## src/sv/cobs_frame_receiver_xor_check_core_defines.svh

```systemverilog
// Assertion macros shared by the receiver modules.
// Each macro samples on clk and is disabled while arst_n is low.
`ifndef COBS_FRAME_RECEIVER_XOR_CHECK_CORE_DEFINES_SVH
`define COBS_FRAME_RECEIVER_XOR_CHECK_CORE_DEFINES_SVH
`ifndef SYNTH
`define CFRX_ASSERT_ALWAYS(label, expr) \
	label: assert property (@(posedge clk) disable iff (!arst_n) (expr)) \
		else $error("invariant violated");
`define CFRX_ASSERT_NEXT(label, ante, cons) \
	label: assert property (@(posedge clk) disable iff (!arst_n) (ante) |=> (cons)) \
		else $error("sequence check violated");
`else
`define CFRX_ASSERT_ALWAYS(label, expr)
`define CFRX_ASSERT_NEXT(label, ante, cons)
`endif
`endif

```

## src/sv/cfrx_pkg.sv

```systemverilog
package cfrx_pkg;

	localparam int MAX_FRAME_DEFAULT = 128;

	localparam logic [7:0] BLOCK_CODE_FULL = 8'hff;

	localparam logic [1:0] KIND_TYPE    = 2'd0;
	localparam logic [1:0] KIND_PAYLOAD = 2'd1;
	localparam logic [1:0] KIND_END     = 2'd2;

	localparam logic [2:0] ST_GOOD      = 3'd0;
	localparam logic [2:0] ST_CHECKSUM  = 3'd1;
	localparam logic [2:0] ST_MALFORMED = 3'd2;
	localparam logic [2:0] ST_SHORT     = 3'd3;
	localparam logic [2:0] ST_OVERFLOW  = 3'd4;

	typedef struct packed {
		logic [1:0] kind;
		logic [7:0] value;
		logic [2:0] status;
		logic [7:0] payload_length;
	} result_t;

endpackage

```

## src/sv/cfrx_out_skid.sv

```systemverilog
`include "cobs_frame_receiver_xor_check_core_defines.svh"

// Output register with one skid entry, so the decoder keeps accepting while
// the downstream side stalls, until the skid entry fills.
module cfrx_out_skid (
	input  logic              clk,
	input  logic              arst_n,
	input  logic              push,
	input  cfrx_pkg::result_t push_data,
	output logic              full,
	output logic              out_valid,
	input  logic              out_stall,
	output cfrx_pkg::result_t out_data
);

	logic              out_valid_q;
	cfrx_pkg::result_t out_data_q;
	logic              skid_valid_q;
	cfrx_pkg::result_t skid_data_q;
	logic              out_load;

	assign out_load  = !out_valid_q || !out_stall;
	assign full      = skid_valid_q;
	assign out_valid = out_valid_q;
	assign out_data  = out_data_q;

	always_ff @(posedge clk or negedge arst_n) begin
		if (!arst_n) begin
			out_valid_q  <= 1'b0;
			skid_valid_q <= 1'b0;
		end else if (out_load) begin
			out_valid_q  <= skid_valid_q || push;
			skid_valid_q <= 1'b0;
		end else if (push) begin
			skid_valid_q <= 1'b1;
		end
	end

	always_ff @(posedge clk) begin
		if (out_load) begin
			out_data_q <= skid_valid_q ? skid_data_q : push_data;
		end else if (push) begin
			skid_data_q <= push_data;
		end
	end

	`CFRX_ASSERT_ALWAYS(a_skid_needs_out, !skid_valid_q || out_valid_q)
	`CFRX_ASSERT_ALWAYS(a_no_push_when_full, !(push && skid_valid_q))
	`CFRX_ASSERT_NEXT(a_skid_drains, skid_valid_q && !out_stall, out_valid_q && !skid_valid_q)

endmodule

```

## src/sv/cobs_frame_receiver_xor_check_core.sv

```systemverilog
// A result reaches out_valid through the output register, or through the skid entry.
// Throughput: one byte per cycle while in_stall is low; decode is a single registered pass.
// A one-entry skid behind the output register keeps input going in a stall until it fills.
// Reset (arst_n low, asynchronous) clears the frame state to idle and empties the output.
// The first beat after reset is the start of a new frame.
`include "cobs_frame_receiver_xor_check_core_defines.svh"

module cobs_frame_receiver_xor_check_core #(
	parameter int MAX_FRAME = cfrx_pkg::MAX_FRAME_DEFAULT
) (
	input  logic       clk,
	input  logic       arst_n,
	input  logic       in_valid,
	output logic       in_stall,
	input  logic [7:0] rx_byte,
	output logic       out_valid,
	input  logic       out_stall,
	output logic [1:0] kind,
	output logic [7:0] value,
	output logic [2:0] status,
	output logic [7:0] payload_length
);

	localparam logic [7:0] MaxCount = 8'(MAX_FRAME);

	// Frame state. Every field is control state and is cleared by reset.
	logic [7:0] frame_byte_count_q;
	logic [7:0] block_remaining_q;
	logic       previous_code_full_q;
	logic       held_valid_q;
	logic [7:0] held_byte_q;
	logic [7:0] running_xor_q;
	logic [7:0] emitted_count_q;
	logic       malformed_flag_q;
	logic       overflow_flag_q;

	logic [7:0] frame_byte_count_d;
	logic [7:0] block_remaining_d;
	logic       previous_code_full_d;
	logic       held_valid_d;
	logic [7:0] held_byte_d;
	logic [7:0] running_xor_d;
	logic [7:0] emitted_count_d;
	logic       malformed_flag_d;
	logic       overflow_flag_d;

	logic              accept;
	logic              res_valid;
	cfrx_pkg::result_t res;
	logic              skid_full;
	cfrx_pkg::result_t out_data;

	logic       do_push;
	logic [7:0] push_byte;

	assign accept   = in_valid && !in_stall;
	assign in_stall = skid_full;

	// One decode step for the byte at the input. A zero byte closes the frame
	// with a frame-end beat; a nonzero byte is dropped past the frame limit, else
	// it is a block code or a data byte. Each decoded byte replaces the held one,
	// and the held one leaves, so the last decoded byte stays behind as the checksum.
	always_comb begin
		frame_byte_count_d   = frame_byte_count_q;
		block_remaining_d    = block_remaining_q;
		previous_code_full_d = previous_code_full_q;
		held_valid_d         = held_valid_q;
		held_byte_d          = held_byte_q;
		running_xor_d        = running_xor_q;
		emitted_count_d      = emitted_count_q;
		malformed_flag_d     = malformed_flag_q;
		overflow_flag_d      = overflow_flag_q;
		res_valid            = 1'b0;
		res                  = '0;
		do_push              = 1'b0;
		push_byte            = 8'd0;

		if (rx_byte == 8'd0) begin
			// Delimiter: report and return to the idle frame state.
			res_valid = 1'b1;
			res.kind  = cfrx_pkg::KIND_END;
			res.payload_length = (emitted_count_q != 8'd0) ? emitted_count_q - 8'd1 : 8'd0;
			if (overflow_flag_q) begin
				res.status = cfrx_pkg::ST_OVERFLOW;
			end else if (malformed_flag_q || block_remaining_q != 8'd0) begin
				res.status = cfrx_pkg::ST_MALFORMED;
			end else if (emitted_count_q == 8'd0) begin
				res.status = cfrx_pkg::ST_SHORT;
			end else if (running_xor_q != held_byte_q) begin
				res.status = cfrx_pkg::ST_CHECKSUM;
			end else begin
				res.status = cfrx_pkg::ST_GOOD;
			end
			frame_byte_count_d   = 8'd0;
			block_remaining_d    = 8'd0;
			previous_code_full_d = 1'b1;
			held_valid_d         = 1'b0;
			held_byte_d          = 8'd0;
			running_xor_d        = 8'd0;
			emitted_count_d      = 8'd0;
			malformed_flag_d     = 1'b0;
			overflow_flag_d      = 1'b0;
		end else if (frame_byte_count_q >= MaxCount) begin
			// Frame too long: the byte is dropped and the frame marked.
			overflow_flag_d = 1'b1;
		end else begin
			frame_byte_count_d = frame_byte_count_q + 8'd1;
			if (block_remaining_q == 8'd0) begin
				// Block code. A code after a short block stands for a zero byte.
				do_push              = !previous_code_full_q;
				push_byte            = 8'd0;
				previous_code_full_d = (rx_byte == cfrx_pkg::BLOCK_CODE_FULL);
				if (rx_byte == cfrx_pkg::BLOCK_CODE_FULL) begin
					malformed_flag_d = 1'b1;
				end
				block_remaining_d = rx_byte - 8'd1;
			end else begin
				block_remaining_d = block_remaining_q - 8'd1;
				do_push           = 1'b1;
				push_byte         = rx_byte;
			end
		end

		if (do_push) begin
			if (held_valid_q) begin
				res_valid = 1'b1;
				res.kind  = (emitted_count_q == 8'd0) ? cfrx_pkg::KIND_TYPE
				                                      : cfrx_pkg::KIND_PAYLOAD;
				res.value     = held_byte_q;
				running_xor_d = running_xor_q ^ held_byte_q;
				if (emitted_count_q != 8'hff) begin
					emitted_count_d = emitted_count_q + 8'd1;
				end
			end
			held_byte_d  = push_byte;
			held_valid_d = 1'b1;
		end
	end

	always_ff @(posedge clk or negedge arst_n) begin
		if (!arst_n) begin
			frame_byte_count_q   <= 8'd0;
			block_remaining_q    <= 8'd0;
			previous_code_full_q <= 1'b1;
			held_valid_q         <= 1'b0;
			held_byte_q          <= 8'd0;
			running_xor_q        <= 8'd0;
			emitted_count_q      <= 8'd0;
			malformed_flag_q     <= 1'b0;
			overflow_flag_q      <= 1'b0;
		end else if (accept) begin
			frame_byte_count_q   <= frame_byte_count_d;
			block_remaining_q    <= block_remaining_d;
			previous_code_full_q <= previous_code_full_d;
			held_valid_q         <= held_valid_d;
			held_byte_q          <= held_byte_d;
			running_xor_q        <= running_xor_d;
			emitted_count_q      <= emitted_count_d;
			malformed_flag_q     <= malformed_flag_d;
			overflow_flag_q      <= overflow_flag_d;
		end
	end

	// The output register and its skid entry decouple the two sides.
	cfrx_out_skid u_out (
		.clk       (clk),
		.arst_n    (arst_n),
		.push      (accept && res_valid),
		.push_data (res),
		.full      (skid_full),
		.out_valid (out_valid),
		.out_stall (out_stall),
		.out_data  (out_data)
	);

	assign kind           = out_data.kind;
	assign value          = out_data.value;
	assign status         = out_data.status;
	assign payload_length = out_data.payload_length;

	// A byte is emitted only after a later one has been held in its place.
	`CFRX_ASSERT_ALWAYS(a_emit_implies_held, emitted_count_q == 8'd0 || held_valid_q)
	// The encoded byte count never passes the frame limit.
	`CFRX_ASSERT_ALWAYS(a_count_bounded, frame_byte_count_q <= MaxCount)
	// Overflow is only flagged once the frame has filled up.
	`CFRX_ASSERT_ALWAYS(a_overflow_full, !overflow_flag_q || frame_byte_count_q == MaxCount)

endmodule

```

## config.mk

```make
export PLATFORM = sky130hd
export DESIGN_NAME = cobs_frame_receiver_xor_check_core
export DESIGN_NICKNAME = d
export VERILOG_FILES = /design/src/sv/cfrx_pkg.sv /design/src/sv/cfrx_out_skid.sv /design/src/sv/cobs_frame_receiver_xor_check_core.sv
export VERILOG_INCLUDE_DIRS = /design/src /design/src/sv
export SDC_FILE = /design/constraint.sdc
export NUM_CORES = 1
export LEC_CHECK = 0
export BUFFER_PORTS_ARGS = -buffer_cell sky130_fd_sc_hd__buf_2
export CAP_MARGIN = 20
export CORE_MARGIN = 5
export CORE_UTILIZATION = 45
export DETAILED_ROUTE_END_ITERATION = 8
export PLACE_DENSITY_LB_ADDON = 0.12
export SYNTH_ARGS = -nofsm -noshare
export SYNTH_HDL_FRONTEND = slang
export SYNTH_HIERARCHICAL = 1
export SYNTH_SLANG_ARGS = --single-unit
```

## constraint.sdc

```tcl
create_clock -name clk -period 2.9 [get_ports clk]
set_clock_uncertainty 0.05 [all_clocks]
set_input_delay 0.58 -clock clk [delete_from_list [all_inputs] [get_ports clk]]
set_output_delay 0.58 -clock clk [all_outputs]
set_load 0.02 [all_outputs]
```

==> impl_metrics.toml, run 1 <==
[status]
run_status = "completed"

[route]
drtAntennaViolNets = 0
routedWlPerCell_um = 16.4
routed_wl_um = 9160
route.detailed.drc = 0
firstDrtPassIters = 4
vias = 3123
viasPerCell = 5.59
drtIter0Drc = 110

[yosys]
netlist_instances = 384
synth_area_leaders = "edfxtp_1, dfrtp_1, mux2_2"
syn_nets = 402
yosysTopAreaCellShare = 0.290
synth-async-reset-ratio = 0.523
yosys.area.top_type = "edfxtp_1"
synth_top_family_by_area = "simple AND/OR/NAND/NOR gates"
ys_seq_elements = 88
synth-simple-area-share = 0.164
synth_compound_area_frac = 0.139
yosys_warnings = 6
syn_area_um2 = 4350
yosys.area_share.xor_xnor = 0.0322
synth_fa_ha_area_frac = 0.0173
ys.flop_type = "dfrtp_1"
synth-seq-area-share = 0.555
synth_cell_types = 61
synth_edf_count = 42
avgSynthCellArea_um2 = 11.3
muxShareOfSynthArea = 0.0628

[sta]
finalCriticalPeriod_ps = 2460
drv_slew = 0
relSlewSlack = 0.415
hold_viol = 0
rsz0062_at_grt = "false"
setup_tns_ps = 0
fmax_ghz = 0.406
fin_crit_sh = 0.849
tightest_slew_ps = 875
setup_viol = 0

[clock_network]
cts_buffer_depth = 2
cts_made_buffers = 9
cts_hold_buffers = 0
post-cts-setup-buffer-count = 0
root_buffer = "clkbuf_8"
clkTransAtPathRegs_ps = 100
htreeDepth = 3
post_cts_resize_count = 0
worstSkewPairLatency_ps = 360
clock-sinks = 88
cts_tree = "yes"

[floorplanning]
die-area_um2 = 11700
die_h_um = 108
std_cell_rows = 35
io_pins = 35
die_width_um = 108
core_um2 = 9330
start_util = 0.466

[placed_design]
placed_cell_area_um2 = 4690
gp_congestion = 0.889
place_hpwl_um = 6430
io_buffers = 34

[setup_path]
startpoint_type = "flop"
crit_type = "flop to flop"
cp_max_fo = 7
worstSetupEndpointType = "flop"
rr_worst_depth = 9
cp_data_arrival_time_ps = 2660
worstPathRequired_ps = 3090

[grt]
grt_pass1_vias = 3010
overflow = 0
antenna_found_initial = 0
grt_max_degree = 28
grt_usage = 0.169
grt_pass1_wl_um = 15500

[layout]
area_growth_syn_to_layout_pct = 11.9
drive_above_1_share = 0.226
nNetsFinal = 443
antenna_cells = 0
final_cell_area_um2 = 4860
final_common_cell = "dfrtp_1"
final_cell_mix = "dfrtp_1, edfxtp_1, buf_2, nor2_1, o21ai_1"

[run]
drv_cap = 0

[pwr]
p_leak_nw = 2.01
power_density_nw_per_um2 = 768
total_power_w = 0.00373
vdd.ir_drop.worst_mv = 0.333

[worst_hold_path]
hold_path_class = "input port to async pin"
## Yosys cell counts, drive strengths merged, types with 7 or more instances
cell,n
o21ai,33
clkbuf,9
buf,8
nor2,32
nand2,25
nor3,7
nand2b,12
dfrtp,45
a31oi,8
mux2,23
xor2,13
a22o,7
nor4,8
a21oi,19
nand3,10
edfxtp,42
and3,14
## metrics by stage
stage          cells  hold WS, ps   util  setup WS (ps)
6_report         559          141  0.521            439
5_1_grt          559          163  0.521            237
4_1_cts          559          147  0.521            440
3_5_place_dp     543          412  0.503            295
3_3_place_gp     543          415  0.503            325
2_1_floorplan    384          234      -            147
## area by class of cell
type                            instances  area [µm²]
Timing Repair Buffer                   47         280
Clock inverter                          6        45.0
Multi-Input combinational cell        272        1810
Fill cell                             883        4470
Tap cell                              129         161
Inverter                                7        27.5
Sequential cell                        88        2410
Clock buffer                           10         128
## state kept, by name, summed over array words and instances, names as in the netlist
register and flops:
u_out/out_valid 1, block_remaining_q 8, held_byte_q 8, held_valid_q 1, u_out/skid_data_q 21, u_out/out_data 21
frame_byte_count_q 8, overflow_flag_q 1, emitted_count_q 8, previous_code_full_q 1, malformed_flag_q 1, u_out/full 1
running_xor_q 8
## routing by layer
| metal | track usage | vias to the layer above | wire (µm) |
|---|---|---|---|
| met5 | 0 | - | 0 |
| met4 | 0.0478 | 0 | 88 |
| met3 | 0.0370 | 7 | 407 |
| met2 | 0.260 | 70 | 4130 |
| met1 | 0.240 | 1526 | 4540 |
| li1 | - | 1520 | - |
## path summary, 6_finish.rpt
| kind | start | slack, ps | endpoint |
|---|---|---|---|
| max | block_remaining_q[3] | 440 | block_remaining_q[4] |
| min | arst_n | 140 | emitted_count_q[6] |
| max reg2reg | block_remaining_q[3] | 440 | block_remaining_q[4] |
| min reg2reg | frame_byte_count_q[3] | 430 | frame_byte_count_q[3] |
| max in group asynchronous | arst_n | 1890 | previous_code_full_q |
| min in group clk | frame_byte_count_q[3] | 430 | frame_byte_count_q[3] |
## logic make-up (layout without fill, tap and decap cells)
group / Yosys count / after routing
and+or+nand+nor: 133 / 133
DFF: 88 / 88
AOI/OAI and AO/OA: 93 / 93
xor gates and xnor gates: 16 / 16
muxes: 24 / 24
adders and majority gates: 6 / 6
buffers and inverters: 24 / 70
## critical path, cell delays in order, from the launching register on
cell and delay, ps:
dfrtp_1 450, or4_1 600, nor2_1 290, a21oi_1 120, ha_1 230, nand2b_1 140
a311o_1 190, a211oi_1 60, a31oi_1 140, o21ai_1 70
## power by group
part / leakage, nW / internal (W) / switching [W]
Sequential: 0.977 / 0.00160 / 0.000293
Clock: 0.0793 / 0.000316 / 0.000462
Combinational: 0.957 / 0.000484 / 0.000575
Power figures use the tool's default switching activity.
==> inputs of run 2 (changes only) <==
==> constraint.sdc (replaced) <==
create_clock -name clk -period 2.18 [get_ports clk]
set_clock_uncertainty 0.05 [all_clocks]
set_input_delay 0.436 -clock clk [delete_from_list [all_inputs] [get_ports clk]]
set_output_delay 0.436 -clock clk [all_outputs]
set_load 0.02 [all_outputs]
==> run 2 against run 1 <==
Wire length up 1.6%. Largest cell class unchanged. Clock power is 48% higher. Largest power group unchanged. Critical path depth decreased by 1.
==> impl_metrics.toml, run 2 (synthesized netlist as in run 1, its figures left out) <==
[sta]
fmax_ghz = 0.469
hold_ws_ps = 301
tightest_slew_ps = 512
relSlewSlack = 0.659
finalCriticalPeriod_ps = 2130
hold_viol = 0
setup_viol = 0
drv_slew = 0
setup_tns_ps = 0
setup_ws_ps = 49.7
fin_crit_sh = 0.977

[route]
firstDrtPassIters = 4
drtIter0Drc = 139
routed_wl_um = 9310
viasPerCell = 5.34
drtAntennaViolNets = 0
route.detailed.drc = 0
routedWlPerCell_um = 15.4
vias = 3230

[setup_path]
cp_data_arrival_time_ps = 2380
crit_type = "flop to flop"
rr_endpoint = "emitted_count_q[5]"
reg2reg_from = "block_remaining_q[2]"
worst_path_most_repeated_cell = "buf_4"
cp_num_buf_inv = 3
critPathLaunch = "block_remaining_q[2]"
critPathTopFamily = "simple AND/OR/NAND/NOR gates"
r2r_slack_ps = 50
crit_slowest_cell = "dfrtp_1"
critPathMaxStageDelay_ps = 430
cp_max_fo = 17
rr_worst_depth = 8
worstPathRequired_ps = 2430
path_cells = "nor4_1 -> buf_4 -> a311oi_2 -> buf_6 -> buf_4 -> nand2_1 -> or4_1 -> nand3_1"
startpoint_type = "flop"
worstSetupEndpointType = "flop"

[layout]
nNetsFinal = 489
drive_above_1_share = 0.328
n_fill_cell = 800
final_common_cell = "buf_4"
final_cell_mix = "buf_4, dfrtp_1, edfxtp_1, buf_2, o21ai_1"
area_growth_syn_to_layout_pct = 23.0
antenna_cells = 0

[grt]
antenna_found_initial = 0
grt_usage = 0.172
overflow = 0
grt_max_degree = 28
grt_pass1_vias = 3222
grt_pass1_wl_um = 15900

[clock_network]
htreeDepth = 3
cts_tree = "yes"
cts_buffer_depth = 2
clkTransAtPathRegs_ps = 90
clock-sinks = 88
root_buffer = "clkbuf_8"
cts_made_buffers = 9
worstSkewPairLatency_ps = 350

[worst_hold_path]
min_from = "out_stall"
hold-path-endpoint = "u_out/full"
worstHoldPathCells = 2
hold_path_class = "input port to flop"

[floorplanning]
start_util = 0.466
die_width_um = 108
core_um2 = 9330
io_pins = 35
std_cell_rows = 35
die-area_um2 = 11700
die_h_um = 108

[placed_design]
gp_congestion = 0.853
place_hpwl_um = 6880
dp_worst_setup_slack_ps = -211
io_buffers = 34

[pwr]
p_leak_nw = 2.28
total_power_w = 0.00547
power_density_nw_per_um2 = 1020
vdd.ir_drop.worst_mv = 0.602

[status]
run_status = "completed"

[run]
drv_cap = 0
==> run 2: cell count changes in the layout (fill, tap and decap cells not counted), sizes merged <==
cell,previous run,this run
clkinvlp,3,2
bufinv,0,1
clkinv,2,3
clkbuf,10,9
dlygate4sd3,0,1
buf,47,92
==> run 2: per-layer routing <==
metal  GRT usage  part of all wire  vias to the layer above
li1            -                 -                     1615
met1       0.233              0.48                     1538
met2       0.272              0.46                       61
met3      0.0394             0.039                       16
met4      0.0631             0.019                        0
met5           0                 0                        -
==> run 2: layout make-up <==
cell class	count	area, µm²	area share
repair buffers	93	661	0.124
clock inverters	7	77.6	0.0145
inverters	7	31.3	0.00585
well taps	129	161	0.0302
multi-input cells	272	1880	0.351
clock buffers	9	124	0.0232
flip-flops and latches	88	2410	0.451
==> run 2: repair_timing <==
action	CTS	global route
hold buffers	1	0
endpoints found under the setup margin	1	11
endpoints found under the hold margin	2	0
setup buffers	1	3
gates resized for setup	1	9
pin swaps	1	8
==> run 2: how the worst max path moves through the flow <==
stage	end	slack, ps	depth (start not counted)
2_1_floorplan	u_out/skid_data_q[0]	-260	8
3_3_place_gp	u_out/skid_data_q[17]	-170	8
3_5_place_dp	u_out/out_data[8]	-210	8
4_1_cts	block_remaining_q[6]	0.3	10
5_1_grt	block_remaining_q[6]	-20	9
6_report	emitted_count_q[5]	50	8
==> run 2: per-stage QoR <==
| step | util | area, µm² | std cells |
|---|---|---|---|
| 2_1_floorplan | - | 4390 | 384 |
| 3_3_place_gp | 0.542 | 5060 | 584 |
| 3_5_place_dp | 0.542 | 5060 | 584 |
| 4_1_cts | 0.566 | 5280 | 602 |
| 5_1_grt | 0.573 | 5350 | 605 |
| 6_report | 0.573 | 5350 | 605 |
==> run 2: power breakdown <==
group          internal, W  switching, W  leakage, nW
clock             0.000540      0.000608       0.0954
sequential         0.00213      0.000316        0.977
combinational     0.000933      0.000941         1.20
==> inputs of run 3 (changes only) <==
--- a/config.mk
+++ b/config.mk
@@ -8,6 +8,7 @@
 export LEC_CHECK = 0
 export BUFFER_PORTS_ARGS = -buffer_cell sky130_fd_sc_hd__buf_2
 export CAP_MARGIN = 20
+export CORE_ASPECT_RATIO = 0.6
 export CORE_MARGIN = 5
 export CORE_UTILIZATION = 45
 export DETAILED_ROUTE_END_ITERATION = 8
==> run 3 against run 2 <==
Clock-buffer cell count increased by 3. Non-clock buffer count grew 7. Design area up 3.5%. Critical path depth grew 1. Total power is 12% higher. Core utilization increased by 2.2 points. Sequential cell count is the same. Sequential power is essentially flat. Largest power group unchanged.
==> impl_metrics.toml, run 3 (synthesized netlist as in run 1, its figures left out) <==
[setup_path]
cp_data_arrival_time_ps = 2300
path_cells = "or4_4 -> nor2_4 -> a21oi_2 -> ha_2 -> nand2b_4 -> or4_4 -> o2111ai_1 -> o41ai_1 -> a21o_1"
crit_slowest_cell = "or4_4"
critPathMaxStageDelay_ps = 440
worstSetupEndpointType = "flop"
worst_path_most_repeated_cell = "or4_4"
cp_max_fo = 4
startpoint_type = "flop"
worstPathRequired_ps = 2350
crit_type = "flop to flop"

[route]
firstDrtPassIters = 5
routed_wl_um = 10700
vias = 3387
routedWlPerCell_um = 17.5
drtIter0Drc = 238
route.detailed.drc = 0
viasPerCell = 5.53
drtAntennaViolNets = 0

[grt]
grt_pass1_wl_um = 17600
grt_usage = 0.191
grt_max_degree = 28
antenna_found_initial = 0
overflow = 0
grt_pass1_vias = 3323

[placed_design]
gp_congestion = 0.853
dpl.cell_count = 592
dp_worst_setup_slack_ps = -192
place_hpwl_um = 7740
placed_cell_area_um2 = 5120
io_buffers = 34

[clock_network]
root_buffer = "clkbuf_16"
clock-sinks = 88
clkTransAtPathRegs_ps = 60
cts_tree = "yes"
worstSkewPairLatency_ps = 340
cts_buffer_depth = 2
htreeDepth = 3
cts_made_buffers = 9

[pwr]
vdd.ir_drop.worst_mv = 0.507
pwr-share-seq = 0.398
p_int_w = 0.00421
p_leak_nw = 2.38
combPwrFrac = 0.321
p_sw_frac = 0.314
net-switching-power_w = 0.00192
p_clk_frac = 0.281
power_density_nw_per_um2 = 1110

[sta]
fin_crit_sh = 0.975
setup_viol = 0
drv_slew = 0
hold_viol = 0
tightest_slew_ps = 494
setup_ws_ps = 55.6
relSlewSlack = 0.668
rsz0062_at_grt = "true"
fmax_ghz = 0.471
hold_ws_ps = 17.1
finalCriticalPeriod_ps = 2120

[layout]
final_cell_area_um2 = 5530
nNetsFinal = 496
final_cell_mix = "buf_4, dfrtp_1, edfxtp_1, buf_2, o21ai_1"
antenna_cells = 0
final_common_cell = "buf_4"
drive_above_1_share = 0.331
fin_cells = 613
area_growth_syn_to_layout_pct = 27.3

[floorplanning]
io_pins = 35
core_um2 = 9290
die_h_um = 86.1
std_cell_rows = 27
start_util = 0.468
die_width_um = 137
die-area_um2 = 11800

[worst_hold_path]
hold_path_class = "input port to async pin"

[status]
run_status = "completed"

[run]
drv_cap = 0
[run 3: per-stage QoR]
stage | setup TNS, ps | utilization | total power [W]
floorplan | -5840 | - | 0.00360
finish | 0 | 0.595 | 0.00614
global placement | -6310 | 0.552 | 0.00424
global route | -59.8 | 0.595 | 0.00649
detailed placement | -6860 | 0.552 | 0.00431
CTS | -8.12 | 0.590 | 0.00609
[run 3: power groups by stage]
stage	Combinational, W	Sequential (W)	Clock (W)
6_report	0.00197	0.00244	0.00172
5_1_grt	0.00216	0.00249	0.00184
4_1_cts	0.00189	0.00244	0.00176
3_5_place_dp	0.00183	0.00248	0
3_3_place_gp	0.00179	0.00245	0
2_1_floorplan	0.00109	0.00251	0
[run 3: per-layer routing]
layer	part of all wire	vias to the layer above	global-route usage
met2	0.43	85	0.275
met3	0.064	9	0.0545
met1	0.50	1667	0.288
li1	-	1626	-
met4	0.0080	0	0.0399
met5	0	-	0
[run 3: worst paths after layout]
check / startpoint / end / cells after the start / slack (ps)
worst max-delay path: block_remaining_q[4] / block_remaining_q[6] / 9 / 60
worst min-delay path: arst_n / emitted_count_q[2] / 1 / 20
worst max register to register: block_remaining_q[4] / block_remaining_q[6] / 9 / 60
worst min register to register: frame_byte_count_q[3] / frame_byte_count_q[3] / 1 / 420
max in group asynchronous: arst_n / previous_code_full_q / 2 / 1470
min in group clk: out_stall / u_out/full / 2 / 340
[run 3: layout make-up]
cell class / count / area (µm²)
fill: 757 / 3760
sequential: 88 / 2410
multi-input combinational: 272 / 1870
timing repair buffer: 100 / 719
clock buffer: 12 / 236
tap: 130 / 163
clock inverter: 4 / 95.1
inverter: 7 / 31.3
[run 3: worst max-delay path, delay by kind of cell, from the launching register on]
family          cells  cell delay, ps
compound gates      4             620
simple gates        4             730
flops               1             380
fa+ha+maj           1             240
[run 3: repair_timing]
action	in CTS	in global routing
endpoints found under the hold margin	0	0
buffers inserted	2	3
pin swaps	2	5
hold buffers	0	0
setup endpoints to repair	11	19
gates resized for setup	2	6
